### config.mk
export PLATFORM = sky130hd
export DESIGN_NAME = packed_date_to_day_number_unit
export DESIGN_NICKNAME = d
export VERILOG_FILES = /design/src/rtl/core/pdn_pkg.sv /design/src/rtl/core/pdn_split.sv /design/src/rtl/core/packed_date_to_day_number_unit.sv
export SDC_FILE = /design/constraint.sdc
export NUM_CORES = 2
export LEC_CHECK = 0
export CORE_UTILIZATION = 50
export DETAILED_ROUTE_END_ITERATION = 12
export DONT_BUFFER_PORTS = 1
export PLACE_DENSITY = 0.65
export RECOVER_POWER = 25
export SYNTH_ARGS = -nofsm -noshare
export SYNTH_HDL_FRONTEND = slang
export SYNTH_SLANG_ARGS = --single-unit
### constraint.sdc
create_clock -name clk -period 8.6 [get_ports clk]
set_clock_uncertainty 0.15 [all_clocks]
set_input_delay 0.43 -clock clk [delete_from_list [all_inputs] [get_ports clk]]
set_output_delay 0.43 -clock clk [all_outputs]
set_load 0.02 [all_outputs]
### src/rtl/core/pdn_pkg.sv
// ----------------------------------------------------------------------------
// pdn_pkg
// Types, constants and small lookup functions shared by the packed date to
// day number unit.
// ----------------------------------------------------------------------------
`default_nettype none

package pdn_pkg;

    // field widths
    localparam int unsigned PACKED_W = 27;
    localparam int unsigned DAYNUM_W = 22;
    localparam int unsigned ERR_W    = 3;
    localparam int unsigned QUOT_W   = 14;   // packed / 10000, up to 13421
    localparam int unsigned YEAR_W   = 14;
    localparam int unsigned MONTH_W  = 7;
    localparam int unsigned DAY_W    = 8;    // day field may reach 134
    localparam int unsigned CENT_W   = 7;    // year / 100, up to 99

    // error codes
    localparam logic [ERR_W-1:0] ERR_OK           = 3'd0;
    localparam logic [ERR_W-1:0] ERR_NOT_POSITIVE = 3'd1;
    localparam logic [ERR_W-1:0] ERR_YEAR         = 3'd2;
    localparam logic [ERR_W-1:0] ERR_MONTH        = 3'd3;
    localparam logic [ERR_W-1:0] ERR_DAY          = 3'd4;

    // reciprocal constants: floor(x / d) == (x * MULT) >> SHIFT over the input range
    localparam int unsigned       DIV10K_SHIFT = 41;
    localparam logic [27:0]       DIV10K_MULT  = 28'd219902326;
    localparam int unsigned       DIV100_SHIFT = 21;
    localparam logic [14:0]       DIV100_MULT  = 15'd20972;

    localparam logic [13:0]       TEN_THOUSAND  = 14'd10000;
    localparam logic [6:0]        ONE_HUNDRED   = 7'd100;
    localparam logic [8:0]        DAYS_PER_YEAR = 9'd365;

    // fields split out of one packed date
    typedef struct packed {
        logic                 valid;
        logic                 zero;
        logic [DAY_W-1:0]     day;
        logic [MONTH_W-1:0]   month;
        logic [YEAR_W-1:0]    year;
        logic [CENT_W-1:0]    century;
    } pdn_fields_t;

    // days before the first of a month in a common year
    function automatic logic [8:0] days_before(input logic [3:0] month);
        logic [8:0] d;
        case (month)
            4'd1:    d = 9'd0;
            4'd2:    d = 9'd31;
            4'd3:    d = 9'd59;
            4'd4:    d = 9'd90;
            4'd5:    d = 9'd120;
            4'd6:    d = 9'd151;
            4'd7:    d = 9'd181;
            4'd8:    d = 9'd212;
            4'd9:    d = 9'd243;
            4'd10:   d = 9'd273;
            4'd11:   d = 9'd304;
            4'd12:   d = 9'd334;
            default: d = 9'd0;
        endcase
        return d;
    endfunction

    // month length, february resolved by the leap flag
    function automatic logic [4:0] month_len(input logic [3:0] month, input logic leap);
        logic [4:0] n;
        case (month)
            4'd2:                            n = leap ? 5'd29 : 5'd28;
            4'd4, 4'd6, 4'd9, 4'd11:         n = 5'd30;
            default:                         n = 5'd31;
        endcase
        return n;
    endfunction

endpackage

`default_nettype wire

### src/rtl/core/pdn_split.sv
// ----------------------------------------------------------------------------
// pdn_split
// Splits a registered ddmmyyyy value into day, month, year and century
// with reciprocal multiplies, three register stages, one item per cycle.
// ----------------------------------------------------------------------------
`default_nettype none

module pdn_split
    import pdn_pkg::*;
(
    input  wire logic                clk,
    input  wire logic                rst_n,
    input  wire logic                in_valid,
    input  wire logic [PACKED_W-1:0] in_value,
    output pdn_fields_t              fields
);

    // stage 1: quotient by 10000
    logic                 s1_valid_reg;
    logic [PACKED_W-1:0]  s1_value_reg;
    logic [QUOT_W-1:0]    s1_quot_reg;
    logic [QUOT_W-1:0]    s1_quot_next;
    logic [54:0]          s1_prod;

    assign s1_prod      = 55'(in_value) * 55'(DIV10K_MULT);
    assign s1_quot_next = QUOT_W'(s1_prod >> DIV10K_SHIFT);

    always_ff @(posedge clk or negedge rst_n)
    begin
        if (!rst_n)
        begin
            s1_valid_reg <= 1'b0;
        end
        else
        begin
            s1_valid_reg <= in_valid;
        end
    end

    always_ff @(posedge clk)
    begin
        s1_value_reg <= in_value;
        s1_quot_reg  <= s1_quot_next;
    end

    // stage 2: year remainder and day quotient
    logic                 s2_valid_reg;
    logic                 s2_zero_reg;
    logic [QUOT_W-1:0]    s2_quot_reg;
    logic [YEAR_W-1:0]    s2_year_reg;
    logic [DAY_W-1:0]     s2_day_reg;
    logic [YEAR_W-1:0]    s2_year_next;
    logic [DAY_W-1:0]     s2_day_next;
    logic [PACKED_W-1:0]  s2_rem_wide;
    logic [28:0]          s2_prod;

    assign s2_rem_wide  = s1_value_reg - PACKED_W'(s1_quot_reg) * PACKED_W'(TEN_THOUSAND);
    assign s2_year_next = s2_rem_wide[YEAR_W-1:0];
    assign s2_prod      = 29'(s1_quot_reg) * 29'(DIV100_MULT);
    assign s2_day_next  = DAY_W'(s2_prod >> DIV100_SHIFT);

    always_ff @(posedge clk or negedge rst_n)
    begin
        if (!rst_n)
        begin
            s2_valid_reg <= 1'b0;
        end
        else
        begin
            s2_valid_reg <= s1_valid_reg;
        end
    end

    always_ff @(posedge clk)
    begin
        s2_zero_reg <= (s1_value_reg == '0);
        s2_quot_reg <= s1_quot_reg;
        s2_year_reg <= s2_year_next;
        s2_day_reg  <= s2_day_next;
    end

    // stage 3: month remainder and century of the year
    logic                 s3_valid_reg;
    logic                 s3_zero_reg;
    logic [DAY_W-1:0]     s3_day_reg;
    logic [MONTH_W-1:0]   s3_month_reg;
    logic [YEAR_W-1:0]    s3_year_reg;
    logic [CENT_W-1:0]    s3_century_reg;
    logic [QUOT_W-1:0]    s3_month_wide;
    logic [28:0]          s3_prod;

    assign s3_month_wide = s2_quot_reg - QUOT_W'(s2_day_reg) * QUOT_W'(ONE_HUNDRED);
    assign s3_prod       = 29'(s2_year_reg) * 29'(DIV100_MULT);

    always_ff @(posedge clk or negedge rst_n)
    begin
        if (!rst_n)
        begin
            s3_valid_reg <= 1'b0;
        end
        else
        begin
            s3_valid_reg <= s2_valid_reg;
        end
    end

    always_ff @(posedge clk)
    begin
        s3_zero_reg    <= s2_zero_reg;
        s3_day_reg     <= s2_day_reg;
        s3_month_reg   <= s3_month_wide[MONTH_W-1:0];
        s3_year_reg    <= s2_year_reg;
        s3_century_reg <= CENT_W'(s3_prod >> DIV100_SHIFT);
    end

    assign fields.valid   = s3_valid_reg;
    assign fields.zero    = s3_zero_reg;
    assign fields.day     = s3_day_reg;
    assign fields.month   = s3_month_reg;
    assign fields.year    = s3_year_reg;
    assign fields.century = s3_century_reg;

endmodule

`default_nettype wire

### src/rtl/core/packed_date_to_day_number_unit.sv
// ----------------------------------------------------------------------------
// packed_date_to_day_number_unit
// Converts a date packed as decimal ddmmyyyy into a Gregorian day number
// counted from 1.1.0001, with range checks and an error code.
// ----------------------------------------------------------------------------
// Usage:
//   - a date beat is taken at a rising edge with start high and busy low;
//     busy stays low, so a new date may be given in every cycle
//   - each date gives one result beat: done is high for exactly one cycle
//     with day_number, error_code and bad_value valid in that same cycle
//   - done follows the input register, three split stages, the leap and
//     year-days stage, and the result register that takes checks and sum
//   - throughput: one date per cycle, fully pipelined; the depth is set by
//     the chain of reciprocal multiplies that take the decimal fields apart
//   - checks run in order: value zero, year zero, month out of 1..12, day
//     out of the month; only the first failure is reported, a month or day with its field
//   - the receiver cannot stall; results are not held beyond their cycle
//   - reset clears all valid flags, so nothing is reported after reset
//     until a new date is taken
// ----------------------------------------------------------------------------
`default_nettype none

module packed_date_to_day_number_unit
    import pdn_pkg::*;
(
    input  wire logic                clk,
    input  wire logic                rst_n,
    input  wire logic                start,
    output      logic                busy,
    input  wire logic [PACKED_W-1:0] packed_date,
    output      logic                done,
    output      logic [DAYNUM_W-1:0] day_number,
    output      logic [ERR_W-1:0]    error_code,
    output      logic [PACKED_W-1:0] bad_value
);

    // never back-pressured
    assign busy = 1'b0;

    // input register
    logic                in_valid_reg;
    logic [PACKED_W-1:0] in_value_reg;

    always_ff @(posedge clk or negedge rst_n)
    begin
        if (!rst_n)
        begin
            in_valid_reg <= 1'b0;
        end
        else
        begin
            in_valid_reg <= start && !busy;
        end
    end

    always_ff @(posedge clk)
    begin
        in_value_reg <= packed_date;
    end

    // field split
    pdn_fields_t split_fields;

    pdn_split u_split (
        .clk      (clk),
        .rst_n    (rst_n),
        .in_valid (in_valid_reg),
        .in_value (in_value_reg),
        .fields   (split_fields)
    );

    // stage 4: leap flag and days of all full years before this one
    logic [CENT_W-1:0]   yr_low;
    logic                yr_leap;
    logic [YEAR_W-1:0]   yr_prev;
    logic [CENT_W-1:0]   prev_cent;
    logic [DAYNUM_W-1:0] year_days_next;

    assign yr_low    = CENT_W'(split_fields.year - YEAR_W'(split_fields.century) *
                               YEAR_W'(ONE_HUNDRED));
    assign yr_leap   = (yr_low != '0) ? (split_fields.year[1:0] == 2'b00)
                                      : (split_fields.century[1:0] == 2'b00);
    assign yr_prev   = split_fields.year - YEAR_W'(1);
    // (year - 1) / 100 steps down only when the year is a whole century
    assign prev_cent = (yr_low != '0) ? split_fields.century
                                      : split_fields.century - CENT_W'(1);
    assign year_days_next = DAYNUM_W'(yr_prev) * DAYNUM_W'(DAYS_PER_YEAR)
                          + DAYNUM_W'(yr_prev >> 2)
                          - DAYNUM_W'(prev_cent)
                          + DAYNUM_W'(prev_cent >> 2);

    logic                s4_valid_reg;
    logic                s4_zero_reg;
    logic                s4_leap_reg;
    logic                s4_year_zero_reg;
    logic [DAY_W-1:0]    s4_day_reg;
    logic [MONTH_W-1:0]  s4_month_reg;
    logic [DAYNUM_W-1:0] s4_year_days_reg;

    always_ff @(posedge clk or negedge rst_n)
    begin
        if (!rst_n)
        begin
            s4_valid_reg <= 1'b0;
        end
        else
        begin
            s4_valid_reg <= split_fields.valid;
        end
    end

    always_ff @(posedge clk)
    begin
        s4_zero_reg      <= split_fields.zero;
        s4_leap_reg      <= yr_leap;
        s4_year_zero_reg <= (split_fields.year == '0);
        s4_day_reg       <= split_fields.day;
        s4_month_reg     <= split_fields.month;
        s4_year_days_reg <= year_days_next;
    end

    // stage 5: checks in order and the final sum
    logic [3:0]          mon_idx;
    logic [4:0]          mon_len;
    logic [DAYNUM_W-1:0] count;
    logic [DAYNUM_W-1:0] day_number_next;
    logic [ERR_W-1:0]    error_code_next;
    logic [PACKED_W-1:0] bad_value_next;

    assign mon_idx = s4_month_reg[3:0];
    assign mon_len = month_len(mon_idx, s4_leap_reg);
    assign count   = s4_year_days_reg
                   + DAYNUM_W'(days_before(mon_idx))
                   + DAYNUM_W'((mon_idx > 4'd2) && s4_leap_reg)
                   + DAYNUM_W'(s4_day_reg);

    always_comb
    begin
        day_number_next = '0;
        error_code_next = ERR_OK;
        bad_value_next  = '0;
        if (s4_zero_reg)
        begin
            error_code_next = ERR_NOT_POSITIVE;
        end
        else if (s4_year_zero_reg)
        begin
            error_code_next = ERR_YEAR;
        end
        else if (s4_month_reg == '0 || s4_month_reg > MONTH_W'(12))
        begin
            error_code_next = ERR_MONTH;
            bad_value_next  = PACKED_W'(s4_month_reg);
        end
        else if (s4_day_reg == '0 || s4_day_reg > DAY_W'(mon_len))
        begin
            error_code_next = ERR_DAY;
            bad_value_next  = PACKED_W'(s4_day_reg);
        end
        else
        begin
            day_number_next = count;
        end
    end

    // result register
    logic                done_reg;
    logic [DAYNUM_W-1:0] day_number_reg;
    logic [ERR_W-1:0]    error_code_reg;
    logic [PACKED_W-1:0] bad_value_reg;

    always_ff @(posedge clk or negedge rst_n)
    begin
        if (!rst_n)
        begin
            done_reg <= 1'b0;
        end
        else
        begin
            done_reg <= s4_valid_reg;
        end
    end

    always_ff @(posedge clk)
    begin
        day_number_reg <= day_number_next;
        error_code_reg <= error_code_next;
        bad_value_reg  <= bad_value_next;
    end

    assign done       = done_reg;
    assign day_number = day_number_reg;
    assign error_code = error_code_reg;
    assign bad_value  = bad_value_reg;

endmodule

`default_nettype wire
### Yosys cells after proc, flatten, opt, wreduce, memory -nomap -nowiden

Memories as Yosys holds them, arrays and structs flattened. A register that Yosys moved wholly into a read port is not among the register bits.
Cells that the tools add are included.
W data, S select, Z words.

| word-level totals | value |
|---|---|
| register bits after elaboration | 233 |
| latch bits | 0 |
| memory bits (writable) | 0 |
| memory bits (read-only) | 144 |
| input port bits | 30 |
| logic and storage cells | 82 |
| memories kept | 1 |

| operators by class | value |
|---|---|
| add/sub/neg operators | 11 |
| multiply operators | 7 |
| div/mod/pow operators | 0 |
| magnitude comparators | 3 |
| eq/ne operators | 5 |
| shifts and indexed selects | 0 |
| multiplexer cells | 9 |
| bitwise operators | 1 |
| reductions and logical operators | 15 |

Memories:

| name | depth | width | rd ports | clocked after Yosys merged registers in | wr ports | RTL line | text |
|---|---|---|---|---|---|---|---|
| (no name shown) | 16 | 9 | 1 | 1 | 0 | pdn_pkg.sv:50 | `case (month)` |

Operators with widths:

| kind | count |
|---|---|
| $mul A27 B27 Y54 const B | 1 |
| $logic_not A27 Y1 | 1 |
| $mul A14 B13 Y27 const B | 1 |
| $mul A14 B13 Y26 const B | 1 |
| $add A22 B1 Y22 | 1 |
| $add A22 B12 Y22 | 1 |
| $add A22 B5 Y22 | 1 |
| $add A22 B8 Y22 | 1 |
| $add A22 B9 Y22 | 1 |
| $mul A14 B9 Y22 const B | 1 |
| $sub A22 B7 Y22 | 1 |
| $mux W7 | 3 |
| $logic_not A14 Y1 | 1 |
| $mul A14 B10 Y10 const B | 1 |
| $sub A14 B1 Y14 const B | 1 |
| $sub A14 B14 Y14 | 1 |
| $sub A7 B7 Y7 | 2 |
| $reduce_or A4 Y1 | 3 |
| $eq A4 B3 Y1 const B | 2 |
| $eq A4 B4 Y1 const B | 2 |
| $gt A8 B5 Y1 | 1 |
| $logic_not A8 Y1 | 1 |
| $mul A8 B5 Y5 const B | 1 |
| $gt A7 B4 Y1 const B | 1 |
| 16 further kinds | 20 |

### Longest topological paths before layout

| logic depth | value |
|---|---|
| word-level depth | 8 |
| mapped depth | 28 |

### Hierarchy

From an unflattened synthesis, not the netlist that was laid out.

| second synthesis, totals | value |
|---|---|
| cell total of the unflattened synthesis | 2967 |
| area total of the unflattened synthesis | 30530.5 um^2 |

Modules (own cells, without submodules):

| module | instances | cells an instance | area each (um^2) |
|---|---|---|---|
| pdn_split | 1 | 2189 | 22577.9 |
| packed_date_to_day_number_unit | 1 | 778 | 7952.6 |

### Worst setup path after synthesis

No wires, ideal clock.

| timing | value |
|---|---|
| path type | reg2reg |
| from | reg in_value_reg[5] |
| to | reg u_split.s1_quot_reg[6] |
| library setup time | 119 ps |
| data arrival time | 5911 ps |
| required time | 8331 ps |
| path slack | 2421 ps |
| stages on the path, launching flop included | 21 |
| buffers on the path | 0 |
| clock period less this slack | 6179 ps |
| cells stage by stage | dfxtp_1 ha_1 fa_1 inv_1 fa_1 inv_1 fa_1 fa_1 fa_1 inv_1 fa_1 inv_1 ha_1 a21o_1 o221a_2 o21ai_1 o31ai_1 or3b_1 o221ai_1 o21ai_1 xnor2_1 |

| on the way | value |
|---|---|
| word-level cells in the longest chain between the ends | 1 |

Ends and longest elaborated chain:

| item | RTL line | text |
|---|---|---|
| start, declared | packed_date_to_day_number_unit.sv:42 | `logic [PACKED_W-1:0] in_value_reg;` |
| start signal, assigned | packed_date_to_day_number_unit.sv:58 | `in_value_reg <= packed_date;` |
| $mul A27 B27 Y54 | pdn_split.sv:25 | `assign s1_prod = 55'(in_value) * 55'(DIV10K_MULT);` |
| named net u_split.s1_prod[47] | pdn_split.sv:23 | `logic [54:0] s1_prod;` |
| end signal, assigned | pdn_split.sv:43 | `s1_quot_reg <= s1_quot_next;` |
| end, declared | pdn_split.sv:21 | `logic [QUOT_W-1:0] s1_quot_reg;` |

The timed path passes the listed nets, and every way through them passes these cells.
A chain may end at the register's enable or synchronous reset.

### Worst setup path in the final report

| timing | value |
|---|---|
| from | reg in_value_reg[2] |
| to | reg u_split.s1_quot_reg[5] |

Same word-level chain as after synthesis.

==> metrics.md <==
| Metric | Value |
|---|---|
| Status | finished clean |
| Initial antenna violation count | 6 |
| Critical path, cell by cell | ha_1 -> xor2_1 -> ha_1 -> nor2_1 -> fa_1 -> inv_1 -> fa_1 -> fa_1 -> fa_1 -> inv_1 -> fa_1 -> inv_1 -> ha_1 -> and4_1 -> and2_4 -> o41ai_2 -> o21ai_1 -> or3_1 -> a31o_2 -> a21oi_2 -> xnor2_1 |
| Row Count | 90 |
| Area grow syn2layout | 6.87% |
| Nature of the critical path endpoint | flop |
| CP bufs+invs | 3 |
| Crit Reg-Reg Startpoint | in_value_reg[2] |
| WP data required | 8.94 ns |
| Ys Warns | 0 |
| GRT met1 Usage | 0.312 |
| Global-route wire length before repair | 117 mm |
| CP most frequent cell | fa_1 |
| Root buffer cell | clkbuf_16 |
| Count of flip-flops with a built-in enable after synthesis | 0 |
| Syn_area_per_cell | 10.2 µm² |
| Crit start category | flop |
| Post-synth design cell area | 30,600 µm² |
| Final wirelength | 70.8 mm |
| Met2 GRT Util | 0.414 |
| 1st-iter DRT viols | 780 |
| Unrepaired setup endpoints after global routing | false |
| Non-filler instance count after layout | 3,852 |
| Final worst path period share | 0.825 |
| Area share of the largest cell type after synthesis | 0.351 |
| Worst path slowest cell | dfxtp_1 |
| Hold Crit Start | u_split.s3_day_reg[6] |
| Post-DP HPWL | 62.9 mm |
| DR WL/cell | 18.4 µm |
| Initial Utilization | 0.507 |
| Port Buffers | 0 |
| Die Footprint | 62,200 µm² |
| Tightest Hold Check Type | reg2reg |
| Clk buf depth | 3 |
| Final setup fails | 0 |
| CTS tree | done |
| Seq cells post-synth | 223 |
| Hold EP | s4_day_reg[6] |
| Die Wd | 249 µm |
| Most frequent cell after synthesis | inv_1 |
| Syn Inst Count | 2,996 |
| # placed instances | 3,771 |
| Post CTS Setup Buffer Count | 0 |
| Worst-Skew Late Latency | 0.58 ns |
| Final ANT Viol Nets | 0 |
| CP Class | reg2reg |
| Crit path DAT | 7.44 ns |
| R2R setup slack | 1.50 ns |
| Die H | 249 µm |
| Via Count | 19,400 |
| Grt met3 use | 0.0401 |
| Commonest cells in the netlist | inv_1, ha_1, fa_1, dfxtp_1 |
| Fmax | 141 MHz |
| IO Count | 84 |
| Slew margin rel. | 0.305 |
| Remaining Overflow, GRT | 0 |
| Top post-synthesis cells by area | fa_1, ha_1, dfxtp_1 |
| Tightest Pin Transition | 1.04 ns |
| Worst Reg-to-Reg Cells | 21 |
| Setup TNS | 0 ns |
| Clk sinks | 223 |
| Reg2reg end | u_split.s1_quot_reg[5] |
| Via-to-Cell Ratio | 5.05 |
| Drt pass-1 iters | 5 |
| Synth Flop Type | dfxtp_1 |
| GRT Resource Usage Total | 0.241 |
| Post-synth top area cell | fa_1 |
| Post-synth ARST share | 0.0269 |
| GPL Wtd Cong | 0.996 |
| Max Cap Viol | 0 |
| Largest net degree at the start of global routing | 24 |
| Netlist cell types | 79 |
| Slew Limit Fails | 0 |
| Nets | 4,194 |
| Worst setup path startpoint | in_value_reg[2] |
| Sequential fraction of the synthesis area | 0.147 |
| Delay-heaviest family, CP | adder cells |
| Hold path cells | 0 |
| CTS Buf Count | 26 |
| # H-tree levels | 1 |
| Final-report hold violation count | 0 |
| Clk slew on worst S/H paths | 0.06 ns |
| Fill cells | 5,363 |
| Critical Path Max Stage Delay | 0.63 ns |
| Number of global-route vias before repair | 22,000 |
| Layout cell share with drive strength beyond 1 | 0.0241 |
| CORE AREA | 60,400 µm² |
| Resized Gates After CTS | 0 |
| Min Tclk post-route | 7.10 ns |
| Layer with the highest usage | met2 |
| Largest fanout on the critical path | 10 |
| Drt drc | 0 |
[area by class of cell]
type	count	area, µm²	area share
diodes	4	10.0	0.000306
flip-flops and latches	223	4490	0.137
repair buffers	31	308	0.00941
inverters	965	3620	0.111
clock inverters	19	221	0.00677
clock buffers	28	689	0.0211
multi-input cells	1800	22400	0.684
well taps	782	978	0.0299
[repair_timing]
action	in CTS	in global routing
hold buffers	30	0
endpoints found under the setup margin	0	0
endpoints found under the hold margin	34	0
[worst max path at each step]
| stage | endpoint | slack [ns] | cells after the start |
|---|---|---|---|
| after global placement | u_split.s1_quot_reg[10] | 1.56 | 20 |
| final | u_split.s1_quot_reg[5] | 1.50 | 21 |
| after detailed placement | u_split.s1_quot_reg[10] | 1.52 | 20 |
| after CTS | u_split.s1_quot_reg[5] | 1.50 | 20 |
| after floorplan | u_split.s1_quot_reg[6] | 2.42 | 20 |
| after global routing | u_split.s1_quot_reg[0] | 1.08 | 21 |
[cell families after synthesis]
group,synth area share
AOI/OAI and AO/OA,0.0591
xor gates and xnor gates,0.0335
adders and majority gates,0.588
buffers and inverters,0.124
DFF,0.147
muxes,0.00282
other,0.000123
and+or+nand+nor,0.0451
[routing by layer]
layer  vias up  routed length (µm)
met4         4                2400
met3       110                3140
met5         -                  31
li1       9269                   -
met1      9709               31100
met2       346               34100
[cell usage in the layout (no fill, tap or decap), types with 27 or more instances in the layout]
cell type,count
inv_1,965
ha_1,581
fa_1,536
dfxtp_1,217
xnor2_1,84
a21oi_1,84
nor2_1,71
nand2_1,46
a21o_1,43
xor2_1,33
o21ai_0,32
nor3_1,31
dlygate4sd3_1,30
clkbuf_16,27
[through the flow]
step / hold WS [ns] / util / cell area [µm²] / setup slack (ns)
floorplan: -0.0156 / - / 30700 / 2.42
global placement: -0.0155 / 0.521 / 31500 / 1.56
detailed placement: -0.0155 / 0.521 / 31500 / 1.52
CTS: 0.147 / 0.542 / 32700 / 1.50
global route: 0.165 / 0.542 / 32700 / 1.08
finish: 0.162 / 0.542 / 32700 / 1.50
Power is left out: the tool's default activity adds up to more than one toggle a clock period on the data nets, which glitch-free logic cannot reach.
